File: config.mk
export PLATFORM = sky130hd
export DESIGN_NAME = link_status_led_pattern
export DESIGN_NICKNAME = d
export VERILOG_FILES = /design/src/hw/rtl/lsl_pkg.sv /design/src/hw/rtl/link_status_led_pattern.sv
export SDC_FILE = /design/constraint.sdc
export NUM_CORES = 1
export LEC_CHECK = 0
export BUFFER_PORTS_ARGS = -buffer_cell sky130_fd_sc_hd__buf_2
export CAP_MARGIN = 20
export CORE_ASPECT_RATIO = 1.75
export CORE_UTILIZATION = 50
export CTS_CLUSTER_DIAMETER = 200
export DETAILED_ROUTE_END_ITERATION = 6
export PLACE_DENSITY = 0.76
export SLEW_MARGIN = 20
export SYNTH_ARGS = -nofsm -noshare
export SYNTH_HDL_FRONTEND = slang
export SYNTH_SLANG_ARGS = --single-unit
File: constraint.sdc
create_clock -name clk -period 4.02 [get_ports clk]
set_input_delay 1.005 -clock clk [delete_from_list [all_inputs] [get_ports clk]]
set_output_delay 1.005 -clock clk [all_outputs]
set_load 0.02 [all_outputs]
File: src/hw/rtl/lsl_pkg.sv
// Types, constants and next-state functions of the link status LED pattern block.
`default_nettype none

package lsl_pkg;

  typedef enum logic [1:0] {
    MODE_OFF  = 2'd0,
    MODE_SLOW = 2'd1,
    MODE_FAST = 2'd2
  } mode_t;

  // Timer owner, one-hot
  typedef enum logic [3:0] {
    OWN_BOOT   = 4'b0001,
    OWN_BLINK  = 4'b0010,
    OWN_DOUBLE = 4'b0100,
    OWN_IDLE   = 4'b1000
  } owner_t;

  localparam logic [1:0] CMD_TICK     = 2'd0;
  localparam logic [1:0] CMD_PROFILE  = 2'd1;
  localparam logic [1:0] CMD_ENDPOINT = 2'd2;

  localparam logic [2:0] REG_SLOW_ON    = 3'd0;
  localparam logic [2:0] REG_SLOW_OFF   = 3'd1;
  localparam logic [2:0] REG_FAST_HALF  = 3'd2;
  localparam logic [2:0] REG_DOUBLE_ON  = 3'd3;
  localparam logic [2:0] REG_DOUBLE_OFF = 3'd4;
  localparam logic [2:0] REG_BOOT_ON    = 3'd5;
  localparam logic [2:0] REG_BOOT_OFF   = 3'd6;
  localparam logic [2:0] REG_BOOT_WAIT  = 3'd7;

  localparam logic [15:0] SLOW_ON_RST    = 16'd500;
  localparam logic [15:0] SLOW_OFF_RST   = 16'd1500;
  localparam logic [15:0] FAST_HALF_RST  = 16'd200;
  localparam logic [15:0] DOUBLE_ON_RST  = 16'd120;
  localparam logic [15:0] DOUBLE_OFF_RST = 16'd150;
  localparam logic [15:0] BOOT_ON_RST    = 16'd80;
  localparam logic [15:0] BOOT_OFF_RST   = 16'd100;
  localparam logic [15:0] BOOT_WAIT_RST  = 16'd500;

  localparam logic [2:0] DOUBLE_STEPS = 3'd4;
  localparam logic [2:0] BOOT_STEPS   = 3'd6;

  typedef struct packed {
    logic [15:0] slow_on;
    logic [15:0] slow_off;
    logic [15:0] fast_half;
    logic [15:0] double_on;
    logic [15:0] double_off;
    logic [15:0] boot_on;
    logic [15:0] boot_off;
    logic [15:0] boot_wait;
  } lsl_cfg_t;

  typedef struct packed {
    logic [2:0] prof;
    logic       is_last;
    logic       radio;
    logic       open;
    logic       conn;
  } lsl_item_t;

  typedef struct packed {
    logic        led;
    mode_t       mode;
    logic        npo;     // next blink phase is on
    logic        dact;    // double blink running
    logic        init;
    logic [2:0]  prev;
    logic [2:0]  dstep;
    logic [2:0]  bstep;
    logic [15:0] cnt;
    owner_t      own;
  } lsl_state_t;

  function automatic lsl_state_t blink_next(lsl_state_t s, lsl_cfg_t c);
    lsl_state_t r;
    r = s;
    if (s.mode == MODE_SLOW) begin
      r.cnt = s.npo ? c.slow_on : c.slow_off;
    end else begin
      r.cnt = c.fast_half;
    end
    r.led = s.npo;
    r.npo = ~s.npo;
    r.own = OWN_BLINK;
    return r;
  endfunction

  function automatic lsl_state_t change_mode(lsl_state_t s, mode_t m, lsl_cfg_t c);
    lsl_state_t r;
    r = s;
    if (!s.dact && m != s.mode) begin
      r.mode = m;
      r.npo  = 1'b1;
      r.own  = OWN_IDLE;
      if (m == MODE_OFF) begin
        r.led = 1'b0;
      end else begin
        r = blink_next(r, c);
      end
    end
    return r;
  endfunction

  function automatic lsl_state_t judge(lsl_state_t s, lsl_item_t it, lsl_cfg_t c);
    mode_t m;
    if (!it.radio || it.is_last) begin
      m = MODE_OFF;
    end else if (it.open) begin
      m = MODE_FAST;
    end else if (!it.conn) begin
      m = MODE_SLOW;
    end else begin
      m = MODE_OFF;
    end
    return change_mode(s, m, c);
  endfunction

  function automatic lsl_state_t double_next(lsl_state_t s, lsl_cfg_t c);
    lsl_state_t r;
    r = s;
    if (s.dstep >= DOUBLE_STEPS) begin
      r.dact = 1'b0;
      r.led  = 1'b0;
      r.mode = MODE_OFF;
      r.own  = OWN_IDLE;
    end else begin
      r.led   = ~s.dstep[0];
      r.cnt   = s.dstep[0] ? c.double_off : c.double_on;
      r.own   = OWN_DOUBLE;
      r.dstep = s.dstep + 3'd1;
    end
    return r;
  endfunction

  function automatic lsl_state_t start_double(lsl_state_t s, lsl_cfg_t c);
    lsl_state_t r;
    r       = s;
    r.dact  = 1'b1;
    r.dstep = 3'd0;
    r.mode  = MODE_OFF;
    return double_next(r, c);
  endfunction

  function automatic lsl_state_t boot_next(lsl_state_t s, lsl_item_t it, lsl_cfg_t c);
    lsl_state_t r;
    r = s;
    if (s.bstep < BOOT_STEPS) begin
      r.led   = ~s.bstep[0];
      r.cnt   = s.bstep[0] ? c.boot_off : c.boot_on;
      r.own   = OWN_BOOT;
      r.bstep = s.bstep + 3'd1;
    end else begin
      r.led  = 1'b0;
      r.own  = OWN_IDLE;
      r.prev = it.prof;
      r.init = 1'b1;
      if (it.is_last) begin
        r = start_double(r, c);
      end else begin
        r = judge(r, it, c);
      end
    end
    return r;
  endfunction

  function automatic lsl_state_t fire(lsl_state_t s, lsl_item_t it, lsl_cfg_t c);
    lsl_state_t r;
    r     = s;
    r.own = OWN_IDLE;
    case (s.own)
      OWN_BOOT:   r = boot_next(r, it, c);
      OWN_DOUBLE: r = double_next(r, c);
      OWN_BLINK: begin
        if (!r.dact && r.mode != MODE_OFF) begin
          r = blink_next(r, c);
        end
      end
      default: ;
    endcase
    return r;
  endfunction

  function automatic lsl_state_t lsl_step(lsl_state_t s, logic [1:0] cmd, lsl_item_t it,
                                          lsl_cfg_t c);
    lsl_state_t r;
    r = s;
    case (cmd)
      CMD_TICK: begin
        if (s.own != OWN_IDLE) begin
          if (s.cnt <= 16'd1) begin
            r = fire(s, it, c);
          end else begin
            r.cnt = s.cnt - 16'd1;
          end
        end
      end
      CMD_PROFILE: begin
        if (s.init && it.prof != s.prev && it.is_last) begin
          r = start_double(s, c);
        end else if (s.init && !s.dact) begin
          r = judge(s, it, c);
        end
        r.prev = it.prof;
      end
      CMD_ENDPOINT: begin
        if (s.init && !s.dact) begin
          r = judge(s, it, c);
        end
      end
      default: ;
    endcase
    return r;
  endfunction

endpackage

`default_nettype wire

File: src/hw/rtl/link_status_led_pattern.sv
// Link status LED pattern generator: top level with register file and result register.
`default_nettype none

// Takes one beat per clock while item_ready is high: a millisecond tick or a
// status event. The full pattern state (boot flash, blink, double blink, shared
// millisecond timer) is updated by logic between the state register and the
// result register, so a beat accepted at one edge has its result beat on the
// next. The result register frees as it is taken, so item_ready stays high while
// res_ready is high: one beat per cycle sustained. Durations must be programmed
// over the APB port while no beat is in flight; the block does not enforce it.
module link_status_led_pattern
  import lsl_pkg::*;
#(
  parameter int PROFILE_COUNT = 5
) (
  input  wire logic        clk,
  input  wire logic        rst,
  input  wire logic        psel,
  input  wire logic        penable,
  input  wire logic        pwrite,
  input  wire logic [4:0]  paddr,
  input  wire logic [31:0] pwdata,
  output logic      [31:0] prdata,
  output logic             pready,
  input  wire logic        item_valid,
  output logic             item_ready,
  input  wire logic [1:0]  cmd,
  input  wire logic [2:0]  profile,
  input  wire logic        link_is_radio,
  input  wire logic        profile_open,
  input  wire logic        profile_connected,
  output logic             res_valid,
  input  wire logic        res_ready,
  output logic             led_lit,
  output logic      [1:0]  blink_mode,
  output logic             double_running,
  output logic             ready_res
);

  localparam logic [2:0] LastProfile = 3'(PROFILE_COUNT - 1);

  lsl_cfg_t   cfg;
  lsl_state_t state;
  lsl_state_t state_next;
  lsl_item_t  item;
  logic       cfg_wr;
  logic [2:0] cfg_idx;
  logic       item_acc;

  assign pready  = 1'b1;
  assign cfg_wr  = psel & penable & pwrite;
  assign cfg_idx = paddr[4:2];

  always_ff @(posedge clk) begin
    if (rst) begin
      cfg.slow_on    <= SLOW_ON_RST;
      cfg.slow_off   <= SLOW_OFF_RST;
      cfg.fast_half  <= FAST_HALF_RST;
      cfg.double_on  <= DOUBLE_ON_RST;
      cfg.double_off <= DOUBLE_OFF_RST;
      cfg.boot_on    <= BOOT_ON_RST;
      cfg.boot_off   <= BOOT_OFF_RST;
      cfg.boot_wait  <= BOOT_WAIT_RST;
    end else if (cfg_wr) begin
      unique case (cfg_idx)
        REG_SLOW_ON:    cfg.slow_on    <= pwdata[15:0];
        REG_SLOW_OFF:   cfg.slow_off   <= pwdata[15:0];
        REG_FAST_HALF:  cfg.fast_half  <= pwdata[15:0];
        REG_DOUBLE_ON:  cfg.double_on  <= pwdata[15:0];
        REG_DOUBLE_OFF: cfg.double_off <= pwdata[15:0];
        REG_BOOT_ON:    cfg.boot_on    <= pwdata[15:0];
        REG_BOOT_OFF:   cfg.boot_off   <= pwdata[15:0];
        REG_BOOT_WAIT:  cfg.boot_wait  <= pwdata[15:0];
        default: ;
      endcase
    end
  end

  always_comb begin
    prdata = 32'd0;
    unique case (cfg_idx)
      REG_SLOW_ON:    prdata = {16'd0, cfg.slow_on};
      REG_SLOW_OFF:   prdata = {16'd0, cfg.slow_off};
      REG_FAST_HALF:  prdata = {16'd0, cfg.fast_half};
      REG_DOUBLE_ON:  prdata = {16'd0, cfg.double_on};
      REG_DOUBLE_OFF: prdata = {16'd0, cfg.double_off};
      REG_BOOT_ON:    prdata = {16'd0, cfg.boot_on};
      REG_BOOT_OFF:   prdata = {16'd0, cfg.boot_off};
      REG_BOOT_WAIT:  prdata = {16'd0, cfg.boot_wait};
      default:        prdata = 32'd0;
    endcase
  end

  assign item_ready = ~res_valid | res_ready;
  assign item_acc   = item_valid & item_ready;

  always_comb begin
    item.prof    = profile;
    item.is_last = (profile == LastProfile);
    item.radio   = link_is_radio;
    item.open    = profile_open;
    item.conn    = profile_connected;
    state_next   = lsl_step(state, cmd, item, cfg);
  end

  always_ff @(posedge clk) begin
    if (rst) begin
      state.led   <= 1'b0;
      state.mode  <= MODE_OFF;
      state.npo   <= 1'b0;
      state.dact  <= 1'b0;
      state.init  <= 1'b0;
      state.prev  <= 3'd0;
      state.dstep <= 3'd0;
      state.bstep <= 3'd0;
      state.cnt   <= BOOT_WAIT_RST;
      state.own   <= OWN_BOOT;
    end else if (item_acc) begin
      state <= state_next;
    end
  end

  always_ff @(posedge clk) begin
    if (rst) begin
      res_valid <= 1'b0;
    end else if (item_acc) begin
      res_valid <= 1'b1;
    end else if (res_ready) begin
      res_valid <= 1'b0;
    end
  end

  always_ff @(posedge clk) begin
    if (item_acc) begin
      led_lit        <= state_next.led;
      blink_mode     <= state_next.mode;
      double_running <= state_next.dact;
      ready_res      <= state_next.init;
    end
  end

endmodule

`default_nettype wire

### Word-level counts from Yosys, hierarchy flattened

Cells that the tools add are included.

* bits in registers: 169

* reduce and logical (&&, ||, !) cells: 33
* bitwise gates (word level): 12
* order comparisons: 3
* eq/ne operators: 51
* $add $sub $neg: 3
* multiplexer cells: 52

Operator list (number)
* 35-bit two-way mux: 9
* 32-bit case mux with 8 select lines: 1
* 35-bit case mux with 3 select lines: 2
* 16-bit two-way mux: 9
* 32-bit two-way mux: 3
* 3-bit != test, second input constant: 9
* 2-bit two-way mux: 13
* 2-bit != test, second input constant: 12
* 23-bit two-way mux: 1
* 16-bit by 1-bit less-or-equal comparator with 1-bit output, second input constant: 1
* 2-bit AND reduction: 8
* 16-bit by 1-bit subtractor with 16-bit output, second input constant: 1
* 3-bit equality test, second input constant: 5
* 15-bit two-way mux: 1
* 15-bit AND reduction: 1
* 14-bit AND reduction: 1
* 4-bit != test, second input constant: 3
* 6-bit != test, second input constant: 2
* 11-bit two-way mux: 1
* 11-bit AND reduction: 1
* 2-bit by 1-bit equality test with 1-bit output, second input constant: 5
* 10-bit AND reduction: 1
* 1-bit two-way mux: 9
* 9-bit AND reduction: 1
* other kinds (27): 54

### Logic depth before layout (Yosys ltp)

* depth after elaboration: 19
* gate-level depth with buffers: 11
* mapped depth without buffers: 9

### Worst setup path before layout

OpenSTA, ideal clock, no wires.

* kind: input to output
* from: input paddr[2]
* to: output prdata[14]
* path slack: 0.402 ns
* data required time: 3.015 ns
* arrival: 2.613 ns
* stages: 7
* cells stage by stage: clkbuf_1 -> buf_1 -> clkbuf_1 -> nand3_1 -> o21ai_0 -> a221oi_1 -> nor2_1

* word-level cells in the longest chain between the ends: 2

RTL lines
* start, declared: RTL line link_status_led_pattern.sv:21 `input wire logic [4:0] paddr,`
* 3-bit equality test, or another cell as far along: RTL line link_status_led_pattern.sv:81 `unique case (cfg_idx)`
* 32-bit case mux with 8 select lines *: RTL line link_status_led_pattern.sv:81
* end, declared: RTL line link_status_led_pattern.sv:23 `output logic [31:0] prdata,`

Every way passes the cells marked *; elsewhere a longest branch is shown, timed or not. The select of a mux whose other input is x is not followed.

### Final worst setup path

* from: input paddr[3]
* to: output prdata[14]

Same word-level chain as after synthesis.

==> metrics.cfg <==
[synthesis]
synth-warning-count=0
post_synth_mux_area_share_pct=11.58
post_synth_inst_count=1348
synth_cell_types=75
yosys_register_bits=169
synthSimpleGateAreaFrac_pct=25.18
ys_dominant_reg_cell=sky130_fd_sc_hd__dfxtp_1
synth.area.top_cells=sky130_fd_sc_hd__dfxtp_1 32%, sky130_fd_sc_hd__nand2_1 11%, sky130_fd_sc_hd__a21oi_1 7.3%, sky130_fd_sc_hd__mux2i_1 7.3%, sky130_fd_sc_hd__nor2_1 4.3%
synth-async-reset-ratio_pct=0
synth-xor-area-share_pct=1.203
synth-edff-count=5
yosys.area.top_type_share_pct=32.22
synthesized_area_fraction_occupied_by_ao_oa_aoi_and_oai_cells_pct=21.52
mean_post_synth_cell_area_um2=7.560
yosys.area_share.adder_pct=0.4911
largest_family_of_logic_cells_by_synthesized_area=simple AND/OR/NAND/NOR gates
synth_seq_area_share_pct=33.69
syn-cell-area_um2=10190
yosysTopAreaCell=sky130_fd_sc_hd__dfxtp_1

[clock_network]
cts_buffers=17
tritoncts=done
clock_tree.buffer_depth=2
clock_tree.htree_level_count=4
post_cts_buffers=0
ctsHoldBuffers=0
postCtsResizedCells=0
worst_skew_pair.late_latency_ns=0.46
worst_setup_hold_path_clk_slew_ns=0.06
clk_root_buffer_cell=sky130_fd_sc_hd__clkbuf_16
cts.sinks=169

[timing]
fin_skew_ns=0.01276
totalNegativeSetupSlack_ns=0
finalSetupViolCount=0
post-route-min-period_ns=3.648
rsz_0062_raised_after_global_routing=no
final-max-slew-violation-count=0
max_freq_mhz=274.1
finalHoldViolCount=0
worst_slew_margin_rel_pct=35.17
worstMarginPinSlew_ns=0.9724
period_share_pct=90.75

[floorplanning]
floorplan.die_area_um2=20980
core_region_area_um2=19820
initial_core_utilization_pct=51.41
die-width_um=109.9
fp-row-count=68
io_pins=92
die_height_um=190.9

[worst_setup_path]
worst_ep_required_time_ns=3.01
cp_max_fo=11
reg2reg_to=state[11]$_SDFFE_PP1P_
arrival_ns=2.64
startpoint=paddr[3]
cp-end-kind=primary output
criticalPathCategory=primary input to primary output
r2r.worst_path.cells=7
worst-r2r-setup-slack_ns=0.91
critical_path.startpoint_type=primary input
critical_path.endpoint=prdata[14]
timing.rr.start=state[1]$_SDFFE_PP0P_

[cells_and_area]
area.growth.synth_to_final_pct=10.88
finish.net_count=1417
stdcell_area_um2=11300
layout_commonest_cell=sky130_fd_sc_hd__nand2_1
final_cell_mix=309 x sky130_fd_sc_hd__nand2_1, 164 x sky130_fd_sc_hd__dfxtp_1, 149 x sky130_fd_sc_hd__a21oi_1
diodes=0
final_core_utilization_pct=57.00
layoutNonFillerInstCount=1619
layout-drive-gt1-share_pct=13.61

[grt]
grt_start_max_net_pins=92
first_global_vias=9610
global_route_wire_length_before_repair_um=51920
globalRouteTotalUtil_pct=32.99
number_of_antenna_violations_at_the_first_check_in_global_routing=0
grt_overflow_total=0

[detailed_routing]
remaining_drc_errors=0
wirelength_um=33620
viasPerCell=6.358
dr.pass1.iters=6
num_vias=10290
ant_nets=0
route.detailed.wl_per_inst_um=20.76
drt_first_iter_violations=1050

[placement]
detailed_place.area_um2=10700
dp.final_hpwl_um=23930
place_inst=1587
numPortBuffers=56
gp_congestion=1.001

[flow_run]
max_cap_violations=0

[worst_hold_path]
hold_path_class=register to register

[outcome]
outcome=completed

[power]
ir_drop_v=0.0003831
power_density_nw_per_um2=341.8
p_leak_nw=4.000

sequential cells by signal, indices dropped and copies added (netlist names):
| name | flops |
|---|---|
| double_running | 1 |
| res_valid | 1 |
| blink_mode | 2 |
| led_lit | 1 |
| cfg | 128 |
| state | 35 |
| ready_res | 1 |
per-layer routing:
metal / GRT usage, % / part of all wire (%) / vias to the layer above
met3: 8.373 / 8.8 / 187
met2: 52.24 / 48 / 626
met5: 0 / 0 / -
met4: 24.87 / 7.5 / 0
li1: - / - / 4797
met1: 37.41 / 36 / 4683
logic make-up after synthesis:
family,Yosys count
adder cells (fa/ha/maj),4
buffers and inverters,146
multiplexers,103
flip-flops,169
AND/OR/NAND/NOR,572
XOR/XNOR,14
other,2
AO/OA/AOI/OAI,338
metrics by stage:
stage | hold slack [ns] | total power, W | setup slack [ns]
finish | 0.4584 | 0.003862 | 0.3719
global route | 0.4734 | 0.003961 | 0.3571
CTS | 0.4579 | 0.003848 | 0.4046
detailed placement | 0.4495 | 0.002175 | 0.3822
global placement | 0.4414 | 0.002169 | 0.4292
floorplan | 0.4332 | 0.002056 | 0.4024
area by class of cell:
class                           count  area [um^2]
Multi-Input combinational cell   1048         6203
Clock buffer                       21        450.4
Clock inverter                     11        147.6
Sequential cell                   169         3433
Inverter                           18        67.56
Fill cell                        1883         8524
Tap cell                          245        306.5
Timing Repair Buffer              107        690.7
worst min-delay path by stage:
stage / from / to / slack (ns) / cells past startpoint
5_1_grt: cfg[13]$_SDFFE_PP0P_ / cfg[13]$_SDFFE_PP0P_ / 0.47 / 2
2_1_floorplan: cfg[11]$_SDFFE_PP0P_ / cfg[11]$_SDFFE_PP0P_ / 0.43 / 2
3_3_place_gp: cfg[13]$_SDFFE_PP0P_ / cfg[13]$_SDFFE_PP0P_ / 0.44 / 2
4_1_cts: cfg[11]$_SDFFE_PP0P_ / cfg[11]$_SDFFE_PP0P_ / 0.46 / 2
3_5_place_dp: cfg[11]$_SDFFE_PP0P_ / cfg[11]$_SDFFE_PP0P_ / 0.45 / 2
6_report: cfg[13]$_SDFFE_PP0P_ / cfg[13]$_SDFFE_PP0P_ / 0.46 / 2
worst max-delay path, stage by stage:
cell and delay (ns):
sky130_fd_sc_hd__buf_2 0.28, sky130_fd_sc_hd__inv_1 0.20, sky130_fd_sc_hd__nor2_1 0.44, sky130_fd_sc_hd__a22o_1 0.23
sky130_fd_sc_hd__a221oi_1 0.08, sky130_fd_sc_hd__nor2_1 0.20, sky130_fd_sc_hd__buf_2 0.20
synthesized netlist by cell type, drive strengths merged (10+ instances only):
cell type / number
nand2: 310
inv: 16
mux2i: 74
xor2: 11
a221oi: 25
o22ai: 23
nor3: 20
nand3b: 37
clkbuf: 94
buf: 34
nor2: 118
nand2b: 11
o21ai: 32
a211oi: 24
mux2: 19
nand3: 24
dfxtp: 164
mux4: 10
a21oi: 149
power breakdown:
| part | total, W | leakage [nW] | internal, W | switching [W] |
|---|---|---|---|---|
| logic | 0.000410 | 2.33 | 0.000136 | 0.000274 |
| clock network | 0.00171 | 0.291 | 0.000993 | 0.000717 |
| registers | 0.00174 | 1.38 | 0.00171 | 0.0000316 |
| total | 0.00386 | 4.00 | 0.00284 | 0.00102 |
Note: power is estimated with default switching activity, not from simulation.
